<file path="config.mk">
export PLATFORM = sky130hd
export DESIGN_NAME = ir_remote_pulse_decoder
export DESIGN_NICKNAME = d
export VERILOG_FILES = /design/src/design/ird_pkg.sv /design/src/design/ir_remote_pulse_decoder.sv
export SDC_FILE = /design/constraint.sdc
export NUM_CORES = 1
export LEC_CHECK = 0
export BUFFER_PORTS_ARGS = -buffer_cell sky130_fd_sc_hd__buf_2
export CORE_UTILIZATION = 32
export CTS_BUF_LIST = sky130_fd_sc_hd__clkbuf_2
export DETAILED_ROUTE_END_ITERATION = 7
export HOLD_SLACK_MARGIN = 0.06
export PLACE_DENSITY = 0.57
export SETUP_SLACK_MARGIN = 0.5
export SLEW_MARGIN = 0
export SYNTH_ARGS = -nofsm -noshare
export SYNTH_HDL_FRONTEND = slang
export SYNTH_SLANG_ARGS = --single-unit
</file>
<file path="constraint.sdc">
create_clock -name clk_i -period 4.8 [get_ports clk_i]
set_input_delay 0.24 -clock clk_i [delete_from_list [all_inputs] [get_ports clk_i]]
set_output_delay 0.24 -clock clk_i [all_outputs]
set_load 0.03 [all_outputs]
</file>
<file path="src/design/ird_pkg.sv">
// Package for the infrared remote pulse decoder.
// Holds the receive phase type, the timing windows and the stream widths.
// No dependencies.
package ird_pkg;

  typedef enum logic [1:0] {
    PhIdle   = 2'd0,
    PhLeader = 2'd1,
    PhBits   = 2'd2
  } phase_e;

  localparam int unsigned DurW      = 16;
  localparam int unsigned FrameW    = 48;
  localparam int unsigned NecBits   = 32;
  localparam int unsigned CountW    = 6;
  localparam int unsigned InTdataW  = 16;
  localparam int unsigned OutTdataW = 56;

  // Mode values of the frame_mode register.
  localparam logic ModeNec    = 1'b0;
  localparam logic ModeAircon = 1'b1;

  localparam logic [CountW-1:0] NecLen    = 6'd32;
  localparam logic [CountW-1:0] AirconLen = 6'd48;

  // Inclusive windows in microseconds.
  localparam logic [DurW-1:0] NecLeadMarkLo  = 16'd8000;
  localparam logic [DurW-1:0] NecLeadMarkHi  = 16'd10000;
  localparam logic [DurW-1:0] LeadLo         = 16'd3500;
  localparam logic [DurW-1:0] LeadHi         = 16'd5500;
  localparam logic [DurW-1:0] NecBitMarkLo   = 16'd400;
  localparam logic [DurW-1:0] AirBitMarkLo   = 16'd350;
  localparam logic [DurW-1:0] ShortHi        = 16'd700;
  localparam logic [DurW-1:0] ZeroLo         = 16'd400;
  localparam logic [DurW-1:0] NecOneLo       = 16'd1550;
  localparam logic [DurW-1:0] AirOneLo       = 16'd1500;
  localparam logic [DurW-1:0] OneHi          = 16'd1800;

  function automatic logic in_win(logic [DurW-1:0] v, logic [DurW-1:0] lo,
                                  logic [DurW-1:0] hi);
    return (v >= lo) && (v <= hi);
  endfunction

endpackage

</file>
<file path="src/design/ir_remote_pulse_decoder.sv">
// Top level of the infrared remote pulse decoder (NEC and 48-bit aircon).
// Depends on ird_pkg for the phase type, windows and widths.
// A result is registered and valid in the cycle after its pulse transaction is accepted.
// Throughput: one pulse per cycle while the sink takes each result; the single result register sets the rate.
// A new pulse is taken while the result is being taken by the sink.
// Reset (rst_ni low, asynchronous): phase idle, bit count and shift register
// cleared, frame_mode set to NEC, no result pending.
module ir_remote_pulse_decoder (
  input  logic                           clk_i,
  input  logic                           rst_ni,
  input  logic                           cfg_we_i,
  input  logic                           cfg_wdata_i,   // frame_mode
  input  logic                           s_tvalid,
  output logic                           s_tready,
  input  logic [ird_pkg::InTdataW-1:0]   s_tdata,       // [15:0] duration_us
  input  logic                           s_tuser,       // [0] interval_was_low
  output logic                           m_tvalid,
  input  logic                           m_tready,
  output logic [ird_pkg::OutTdataW-1:0]  m_tdata,       // [47:0] frame_bits,
                                                        // [49:48] rx_phase, rest 0
  output logic                           m_tlast,       // frame_done
  output logic                           m_tuser        // [0] decode_error
);

  logic                          mode_q;
  ird_pkg::phase_e               phase_q, phase_d;
  logic [ird_pkg::CountW-1:0]    count_q, count_d;
  logic [ird_pkg::FrameW-1:0]    shift_q, shift_d;

  logic                          out_valid_q;
  logic                          done_q, done_d;
  logic                          err_q, err_d;
  logic [ird_pkg::FrameW-1:0]    frame_q, frame_d;
  ird_pkg::phase_e               out_phase_q;

  logic                          accept;
  logic                          is_low;
  logic [ird_pkg::DurW-1:0]      dur;
  logic                          aircon;
  logic                          lead_mark_ok, bit_mark_ok, lead_space_ok;
  logic                          bit_zero, bit_one;
  logic [ird_pkg::FrameW-1:0]    shifted;
  logic [ird_pkg::CountW-1:0]    count_inc;
  logic [ird_pkg::CountW-1:0]    target;

  assign s_tready = !out_valid_q || m_tready;
  assign accept   = s_tvalid && s_tready;
  assign is_low   = s_tuser;
  assign dur      = s_tdata;
  assign aircon   = (mode_q == ird_pkg::ModeAircon);

  assign lead_mark_ok  = aircon
      ? ird_pkg::in_win(dur, ird_pkg::LeadLo, ird_pkg::LeadHi)
      : ird_pkg::in_win(dur, ird_pkg::NecLeadMarkLo, ird_pkg::NecLeadMarkHi);
  assign bit_mark_ok   = aircon
      ? ird_pkg::in_win(dur, ird_pkg::AirBitMarkLo, ird_pkg::ShortHi)
      : ird_pkg::in_win(dur, ird_pkg::NecBitMarkLo, ird_pkg::ShortHi);
  assign lead_space_ok = ird_pkg::in_win(dur, ird_pkg::LeadLo, ird_pkg::LeadHi);
  assign bit_zero      = ird_pkg::in_win(dur, ird_pkg::ZeroLo, ird_pkg::ShortHi);
  assign bit_one       = aircon
      ? ird_pkg::in_win(dur, ird_pkg::AirOneLo, ird_pkg::OneHi)
      : ird_pkg::in_win(dur, ird_pkg::NecOneLo, ird_pkg::OneHi);

  // Aircon shifts MSB first over 48 bits; NEC shifts LSB first into bit 31.
  assign shifted = aircon
      ? {shift_q[ird_pkg::FrameW-2:0], bit_one}
      : {{(ird_pkg::FrameW-ird_pkg::NecBits){1'b0}}, bit_one,
         shift_q[ird_pkg::NecBits-1:1]};
  assign count_inc = count_q + 1'b1;
  assign target    = aircon ? ird_pkg::AirconLen : ird_pkg::NecLen;

  // Next phase.
  always_comb begin
    phase_d = phase_q;
    unique case (phase_q)
      ird_pkg::PhIdle: begin
        if (is_low && lead_mark_ok) phase_d = ird_pkg::PhLeader;
      end
      ird_pkg::PhLeader: begin
        if (!is_low) phase_d = lead_space_ok ? ird_pkg::PhBits : ird_pkg::PhIdle;
      end
      ird_pkg::PhBits: begin
        if (is_low) begin
          if (!bit_mark_ok) phase_d = ird_pkg::PhIdle;
        end else if (!bit_zero && !bit_one) begin
          phase_d = ird_pkg::PhIdle;
        end else if (count_inc >= target) begin
          phase_d = ird_pkg::PhIdle;
        end
      end
      default: phase_d = ird_pkg::PhIdle;
    endcase
  end

  // Datapath and result values.
  always_comb begin
    count_d = count_q;
    shift_d = shift_q;
    done_d  = 1'b0;
    err_d   = 1'b0;
    frame_d = '0;
    unique case (phase_q)
      ird_pkg::PhIdle: begin
        if (is_low && lead_mark_ok) begin
          count_d = '0;
          shift_d = '0;
        end
      end
      ird_pkg::PhLeader: begin
        if (!is_low && !lead_space_ok) begin
          err_d   = 1'b1;
          count_d = '0;
          shift_d = '0;
        end
      end
      ird_pkg::PhBits: begin
        if (is_low) begin
          if (!bit_mark_ok) begin
            err_d   = 1'b1;
            count_d = '0;
            shift_d = '0;
          end
        end else if (!bit_zero && !bit_one) begin
          err_d   = 1'b1;
          count_d = '0;
          shift_d = '0;
        end else if (count_inc >= target) begin
          done_d  = 1'b1;
          frame_d = shifted;
          count_d = '0;
          shift_d = '0;
        end else begin
          count_d = count_inc;
          shift_d = shifted;
        end
      end
      default: begin
        count_d = '0;
        shift_d = '0;
      end
    endcase
  end

  always_ff @(posedge clk_i or negedge rst_ni) begin
    if (!rst_ni) begin
      mode_q  <= ird_pkg::ModeNec;
      phase_q <= ird_pkg::PhIdle;
      count_q <= '0;
      shift_q <= '0;
    end else begin
      if (cfg_we_i) mode_q <= cfg_wdata_i;
      if (accept) begin
        phase_q <= phase_d;
        count_q <= count_d;
        shift_q <= shift_d;
      end
    end
  end

  always_ff @(posedge clk_i or negedge rst_ni) begin
    if (!rst_ni) begin
      out_valid_q <= 1'b0;
    end else if (accept) begin
      out_valid_q <= 1'b1;
    end else if (m_tready) begin
      out_valid_q <= 1'b0;
    end
  end

  always_ff @(posedge clk_i) begin
    if (accept) begin
      done_q      <= done_d;
      err_q       <= err_d;
      frame_q     <= frame_d;
      out_phase_q <= phase_d;
    end
  end

  assign m_tvalid = out_valid_q;
  assign m_tlast  = done_q;
  assign m_tuser  = err_q;
  assign m_tdata  = {{(ird_pkg::OutTdataW-ird_pkg::FrameW-2){1'b0}},
                     out_phase_q, frame_q};

endmodule

</file>
======== After elaboration in Yosys (flattened, before gate mapping) ========
Cells that the tools add are included.
word-level totals
  register bits ........................... 109
  input port bits ......................... 23
  output and inout port bits .............. 60
  word-level logic and storage cells ...... 84
cells by class
  add/subtract/negate cells ............... 1
  order comparisons ....................... 11
  eq/ne operators ......................... 5
  mux-type cells .......................... 35
  bitwise operators ....................... 2
  reductions and logical operators ........ 21
operators by type and width
  kind                                                                 number
  2-to-1 mux 47 bit                                                    6
  one-hot mux 47 bit (3 select lines)                                  1
  2-to-1 mux 48 bit                                                    1
  2-to-1 mux 6 bit                                                     6
  greater-or-equal comparator 16 x 11 -> 1 bit, second input constant  2
  greater-or-equal comparator 16 x 9 -> 1 bit, second input constant   2
  one-hot mux 6 bit (3 select lines)                                   1
  greater-or-equal comparator 16 x 12 -> 1 bit, second input constant  1
  greater-or-equal comparator 16 x 13 -> 1 bit, second input constant  1
  less-or-equal comparator 16 x 10 -> 1 bit, second input constant     1
  less-or-equal comparator 16 x 11 -> 1 bit, second input constant     1
  less-or-equal comparator 16 x 13 -> 1 bit, second input constant     1
  less-or-equal comparator 16 x 14 -> 1 bit, second input constant     1
  2-to-1 mux 2 bit                                                     7
  logical AND 1 bit                                                    10
  2-to-1 mux 1 bit                                                     10
  adder 6 x 1 -> 6 bit, second input constant                          1
  greater-or-equal comparator 6 bit                                    1
  one-hot mux 2 bit (3 select lines)                                   1
  logical NOT 1 bit                                                    5
  2-to-1 mux 5 bit                                                     1
  inequality test 2 bit, second input constant                         2
  AND reduction 4 bit                                                  1
  OR reduction 4 bit                                                   1
  other kinds (9)                                                      10

======== Depth between registers and ports, before layout ========
  word-level depth ........................ 8
  gate-level depth with buffers ........... 11
  depth with buffers taken out ............ 10

======== Least setup slack after synthesis ========
Ideal clock, no wire load.
  path kind ............................... input to register
  from .................................... in s_tdata[6] in the netlist's numbering
  to ...................................... reg frame_q[36] in the netlist's numbering (data pin)
  library setup time ...................... 0.131 ns
  data arrival time ....................... 2.426 ns
  data required time ...................... 4.669 ns
  slack ................................... 2.243 ns
  stages on the path ...................... 10
  buffers on the path ..................... 3
  cell sequence ........................... buf_2 > nand2_1 > or4_4 > a2111oi_4 > nor2_1 > or4_1 > buf_2 > nor2_8 > buf_6 > and2_1
between the ends
  longest elaborated chain between the ends .. 6
  elaborated cells between the ends (all ways) .. 13
  classes of those cells .................. order compare (5); mux (1); reduce/logical (7)
RTL lines
  element                                                                                                           line                            RTL
  from (decl)                                                                                                       ir_remote_pulse_decoder.sv:15   input logic [ird_pkg::InTdataW-1:0] s_tdata,
  greater-or-equal comparator 16 x 11 -> 1 bit / less-or-equal comparator 16 x 11 -> 1 bit (equally long branches)  ird_pkg.sv:41                   return (v >= lo) && (v <= hi);
  logical AND 1 bit                                                                                                 ird_pkg.sv:41
  2-to-1 mux 1 bit                                                                                                  ir_remote_pulse_decoder.sv:61   ? ird_pkg::in_win(dur, ird_pkg::AirOneLo, ird_pkg::OneHi)
  logical NOT 1 bit                                                                                                 ir_remote_pulse_decoder.sv:123  end else if (!bit_zero && !bit_one) begin
  logical AND 1 bit *                                                                                               ir_remote_pulse_decoder.sv:123
  OR reduction 4 bit (no line) *                                                                                    n/a
  to (signal assigned)                                                                                              ir_remote_pulse_decoder.sv:174  frame_q <= frame_d;
  to (decl)                                                                                                         ir_remote_pulse_decoder.sv:33   logic [ird_pkg::FrameW-1:0] frame_q, frame_d;
Every way passes the cells marked *; elsewhere a longest branch is shown, timed or not.
A chain may end at the register's enable or synchronous reset.

======== Final worst setup path ========
  from .................................... reg mode_q (netlist: aircon)
  to ...................................... reg frame_q[37] in the netlist's numbering (data pin)
between the ends
  longest elaborated chain between the ends .. 4
  elaborated cells between the ends (all ways) .. 8
  classes of those cells .................. order compare (1); mux (3); bitwise (1); reduce/logical (3)
RTL lines
  element                                                                        line                                                            RTL
  from (decl)                                                                    ir_remote_pulse_decoder.sv:25                                   logic mode_q;
  from (signal assigned)                                                         ir_remote_pulse_decoder.sv:146                                  mode_q <= ird_pkg::ModeNec;
  from (signal assigned)                                                         ir_remote_pulse_decoder.sv:151                                  if (cfg_we_i) mode_q <= cfg_wdata_i;
  2-to-1 mux 5 bit / 2-to-1 mux 1 bit (equally long branches)                    ir_remote_pulse_decoder.sv:70, ir_remote_pulse_decoder.sv:61
  greater-or-equal comparator 6 bit / logical NOT 1 bit (equally long branches)  ir_remote_pulse_decoder.sv:127, ir_remote_pulse_decoder.sv:123
  NOT 1 bit (no line) / logical AND 1 bit (equally long branches)                n/a
  OR reduction 4 bit (no line)                                                   n/a
Several ways; a longest one is shown, not always the timed one.

==> metrics.log <==
[metrics] adder-cell share of the synthesized area: under 10%
[metrics] GRT Util Overall: 12.87%
[metrics] global-route wire length before repair: between 15000 and 20000 µm
[metrics] number of setup violations in the final report: 0
[metrics] overall overflow remaining after global route: 0
[metrics] cell type with the largest total area after synthesis: sky130_fd_sc_hd__edfxtp_1
[metrics] post-synth top area share: 30.57%
[metrics] # IOs: 83
[metrics] worst min path class: input port to register
[metrics] crit share post-route: 64.95%
[metrics] post-synthesis xor/xnor area fraction: less than 1%
[metrics] critical path capture point type: register
[metrics] Routed Antenna Nets: 0
[metrics] vias after detailed routing: 3611
[metrics] number of pins with negative max-slew slack in the final report: 0
[metrics] starting DRC count in detailed routing: 243
[metrics] number of remaining DRC errors: 0
[metrics] minimum setup slack after placement: around 1.7 ns
[metrics] count of buffers inserted at the top-level ports: 76
[metrics] async set-or-reset flop fraction in the synthesized netlist: 52.29%
[metrics] Setup crit start kind: register
[metrics] switching power of the nets: 488.1 µW
[metrics] 1st-pass router iterations: 4
[metrics] pwr dens: 281.3 nW/µm²
[metrics] switching fraction of total power: between 20% and 30%
[metrics] floorplan die height: 128.4 µm
[metrics] Max Root-Sink Buffers: 2
[metrics] synthesized area per cell: 10.92 µm²
[metrics] DPL Wire Length: 6659 µm
[metrics] TritonCTS clock tree: built
[metrics] peak fanout along the critical path: 39
[metrics] routed vias/inst: 4.808
[metrics] Num CTS Buffers: 9
[metrics] cell type with the highest occurrence count on the critical path: sky130_fd_sc_hd__buf_4
[metrics] slowest CP cell: sky130_fd_sc_hd__or4_1
[metrics] Root Buffer Master: sky130_fd_sc_hd__clkbuf_2
[metrics] top_reg_cell synth: sky130_fd_sc_hd__dfrtp_1
[metrics] sequential share of the synthesized area: 58.49%
[metrics] clock skew: 0.03425 ns
[metrics] register-to-register path setup slack: 1.68 ns
[metrics] crit path time final: 3.118 ns
[metrics] Peak Freq: 320.8 MHz
[metrics] maximum number of pins on one net before global-route repair: 107
[metrics] starting density of the core: between 30% and 40%
[metrics] post-synthesis cell area: 5109 µm²
[metrics] status: finished clean
[metrics] simple logic cell fraction of the synthesized area: about 16%
[metrics] vias in the first global route: between 3000 and 4000
[metrics] clock slew at the register clock pins of the worst setup and hold paths: 0.27 ns
[metrics] footprint of the multi-input gates: 1942 µm²
[metrics] antenna violations before repair: 1
[metrics] number of maximum-capacitance constraint violations: 0
[metrics] largest family of logic cells by synthesized area: simple AND/OR/NAND/NOR gates
[metrics] clock latency on the worst-skew pair: 0.57 ns
[metrics] Fill cells: roughly 1600
[metrics] Yosys Warn Count: 0
[metrics] setup repair after global routing missed its margin: no
[metrics] fraction of layout cells with a size suffix above 1: 19.11%
[metrics] signal arrival time at the worst endpoint: between 3 and 4 ns
[metrics] ordered cell list for the critical path: buf_4, o211ai_1, a2111oi_4, nor2_1, or4_1, buf_4, nor2_8, and2_1
[metrics] PnR worst setup slack: 1.682 ns
[metrics] proportion of power drawn by the clock network: 22.2%
[metrics] actual transition at the worst max-transition pin: 1.071 ns
[metrics] die outline width: around 130 µm
[metrics] synthesis-to-layout area growth: 13.40%
[metrics] synthesized-area fraction occupied by ao, oa, aoi and oai cells: 13.32%
[metrics] relative contribution of combinational cells to total power: between 10% and 20%
[metrics] number of hold violations in the final report: 0
[metrics] routed length per placed instance: 13.34 µm
[metrics] worst hold path stage count: 3
[metrics] Power Internal: 1141 µW
[metrics] final sum of negative setup slack: 0 ns
[metrics] worst flop-to-flop path startpoint: aircon
[metrics] wire length reported by the detailed router: about 10000 µm
[metrics] Core Box Area: 15370 µm²
[metrics] Leakage Power: ~0.0024 µW
[metrics] area taken by flip-flops and latches: 2989 µm²
[metrics] Crit Path Category: register to register
[metrics] number of clock sinks: 109
[metrics] sequential power share: between 60 and 70%
[metrics] start point of the critical path: aircon
[metrics] flip-flop and latch count after synthesis: 109
[metrics] main area contributors after synthesis: sky130_fd_sc_hd__edfxtp_1, sky130_fd_sc_hd__dfrtp_1, sky130_fd_sc_hd__mux2i_1, sky130_fd_sc_hd__nand2_1, sky130_fd_sc_hd__o31ai_1
[metrics] capture instance of the worst register-to-register path: frame_q[37]
[metrics] Max-Slew Margin vs Limit: 28.48%
[metrics] final estimated routing congestion in global placement: a little under 0.9
[metrics] required arrival time at the worst endpoint: 5.27 ns
[metrics] worst-case vdd ir drop: roughly 0.000084 V
[metrics] Die Outline Area: 16470 µm²
[metrics] maximum level of the CTS H-tree: 3
[metrics] num rows: 45
[metrics] number of distinct library cells after synthesis: 48
[metrics] critical path capture point: frame_q[37]
[metrics] number of enable flip-flop cells after synthesis: 52
[metrics] number of instances in the synthesized netlist: roughly 470
[metrics] NumNets Final: between 500 and 600
[metrics] stage delay of the slowest cell on the critical path: 0.54 ns
[metrics] multiplexer fraction of the synthesized cell area: 6.270%
[metrics] path depth of the worst reg2reg path: 8
[stage by stage]
stage               hold slack, ns  total power (µW)  cell area [µm²]  utilization [%]  std cells
floorplan                 -0.05559              1217             5127                -        473
CTS                         0.1236              1647             5791            37.67        750
detailed placement          0.4458              1284             5654            36.78        729
global placement            0.4434              1279             5654            36.78        729
global route                0.1448              1715             5793            37.69        751
finish                      0.1696              1630             5793            37.69        751
[worst max-delay path, delay by kind of cell (launching register included)]
kind / cells / cell delay (ns)
flip-flops: 1 / 0.43
buffers and inverters: 2 / 0.75
AO/OA/AOI/OAI: 2 / 0.77
AND/OR/NAND/NOR: 4 / 1.05
[worst min path at each step]
stage / from / to / slack (ns)
after floorplan: rst_ni / aircon / -0.06
final: s_tuser / m_tuser / 0.17
after detailed placement: rst_ni / shift_q[12] / 0.45
after global placement: rst_ni / shift_q[12] / 0.44
after global routing: s_tuser / m_tuser / 0.14
after CTS: s_tuser / m_tuser / 0.12
[layer usage]
layer  track usage, %  part of all wire, %  wire length, µm  up-vias
met5                0                    0                0        -
met4            4.983                  1.6              158        0
met3            2.994                  4.8              484       11
met2            20.79                   47             4744       91
met1            16.79                   46             4629     1704
li1                 -                    -                -     1805
[layout by cell type (no fill, tap or decap), drive strengths merged, types with 3 or more instances in the layout]
| cell type | count |
|---|---|
| and2 | 17 |
| inv | 13 |
| buf | 81 |
| a211oi | 5 |
| nand3 | 8 |
| edfxtp | 52 |
| nand2 | 79 |
| mux2i | 32 |
| nor3 | 4 |
| nand2b | 6 |
| clkinv | 4 |
| nor2 | 39 |
| a31oi | 4 |
| dfrtp | 57 |
| conb | 6 |
| clkbuf | 10 |
| o21ai | 29 |
| ha | 6 |
| and3 | 3 |
| o211ai | 3 |
| a21oi | 6 |
| dlygate4sd3 | 5 |
| nor4 | 5 |
| o31ai | 34 |
| o41ai | 4 |
| or4 | 3 |
[power groups by stage]
stage	registers, µW	logic (µW)	clock network [µW]
floorplan	1080	140	0
global placement	1040	242	0
detailed placement	1040	246	0
CTS	1020	251	375
global route	1020	277	414
finish	1020	249	361
[timing repair]
item,CTS,global route
gates resized for setup,0,0
setup endpoints to repair,0,0
buffers inserted,0,0
hold endpoints to repair,61,0
hold buffers,5,0
[synthesized netlist by cell type, types with 3 or more instances]
library cell / n
sky130_fd_sc_hd__nand2_1: 79
sky130_fd_sc_hd__dfrtp_1: 57
sky130_fd_sc_hd__edfxtp_1: 52
sky130_fd_sc_hd__nor2_1: 38
sky130_fd_sc_hd__o31ai_1: 34
sky130_fd_sc_hd__mux2i_1: 32
sky130_fd_sc_hd__o21ai_0: 29
sky130_fd_sc_hd__clkbuf_1: 21
sky130_fd_sc_hd__and2_1: 17
sky130_fd_sc_hd__inv_1: 11
sky130_fd_sc_hd__nand3_1: 8
sky130_fd_sc_hd__buf_2: 7
sky130_fd_sc_hd__a21oi_1: 6
sky130_fd_sc_hd__buf_4: 6
sky130_fd_sc_hd__ha_1: 6
sky130_fd_sc_hd__nand2b_1: 6
sky130_fd_sc_hd__a211oi_1: 5
sky130_fd_sc_hd__nor4_1: 5
sky130_fd_sc_hd__a31oi_1: 4
sky130_fd_sc_hd__nor3_1: 4
sky130_fd_sc_hd__o41ai_1: 4
sky130_fd_sc_hd__and3_1: 3
sky130_fd_sc_hd__o211ai_1: 3
[flip-flops by register name (all words and copies together) (netlist names)]
register and cells:
count_q 6, m_tlast 1, out_phase_q 2, m_tvalid 1, m_tuser 1, shift_q 47
aircon 1, phase_q 2, frame_q 48
[layout make-up]
cell class | instances | share of cell area, %
well taps | 211 | 4.557
inverters | 11 | 0.7127
diodes | 1 | 0.04320
clock buffers | 10 | 0.8639
multi-input cells | 317 | 33.52
clock inverters | 6 | 0.6263
flip-flops and latches | 109 | 51.60
repair buffers | 86 | 8.078
[cells by family after synthesis]
logic type               count (synthesis)
other                                    1
XOR/XNOR                                 3
buffers and inverters                   47
AND/OR/NAND/NOR                        172
AO/OA/AOI/OAI                           98
multiplexers                            32
adder cells (fa/ha/maj)                  6
flip-flops                             109
No activity file was read; power rests on OpenSTA's default activity.
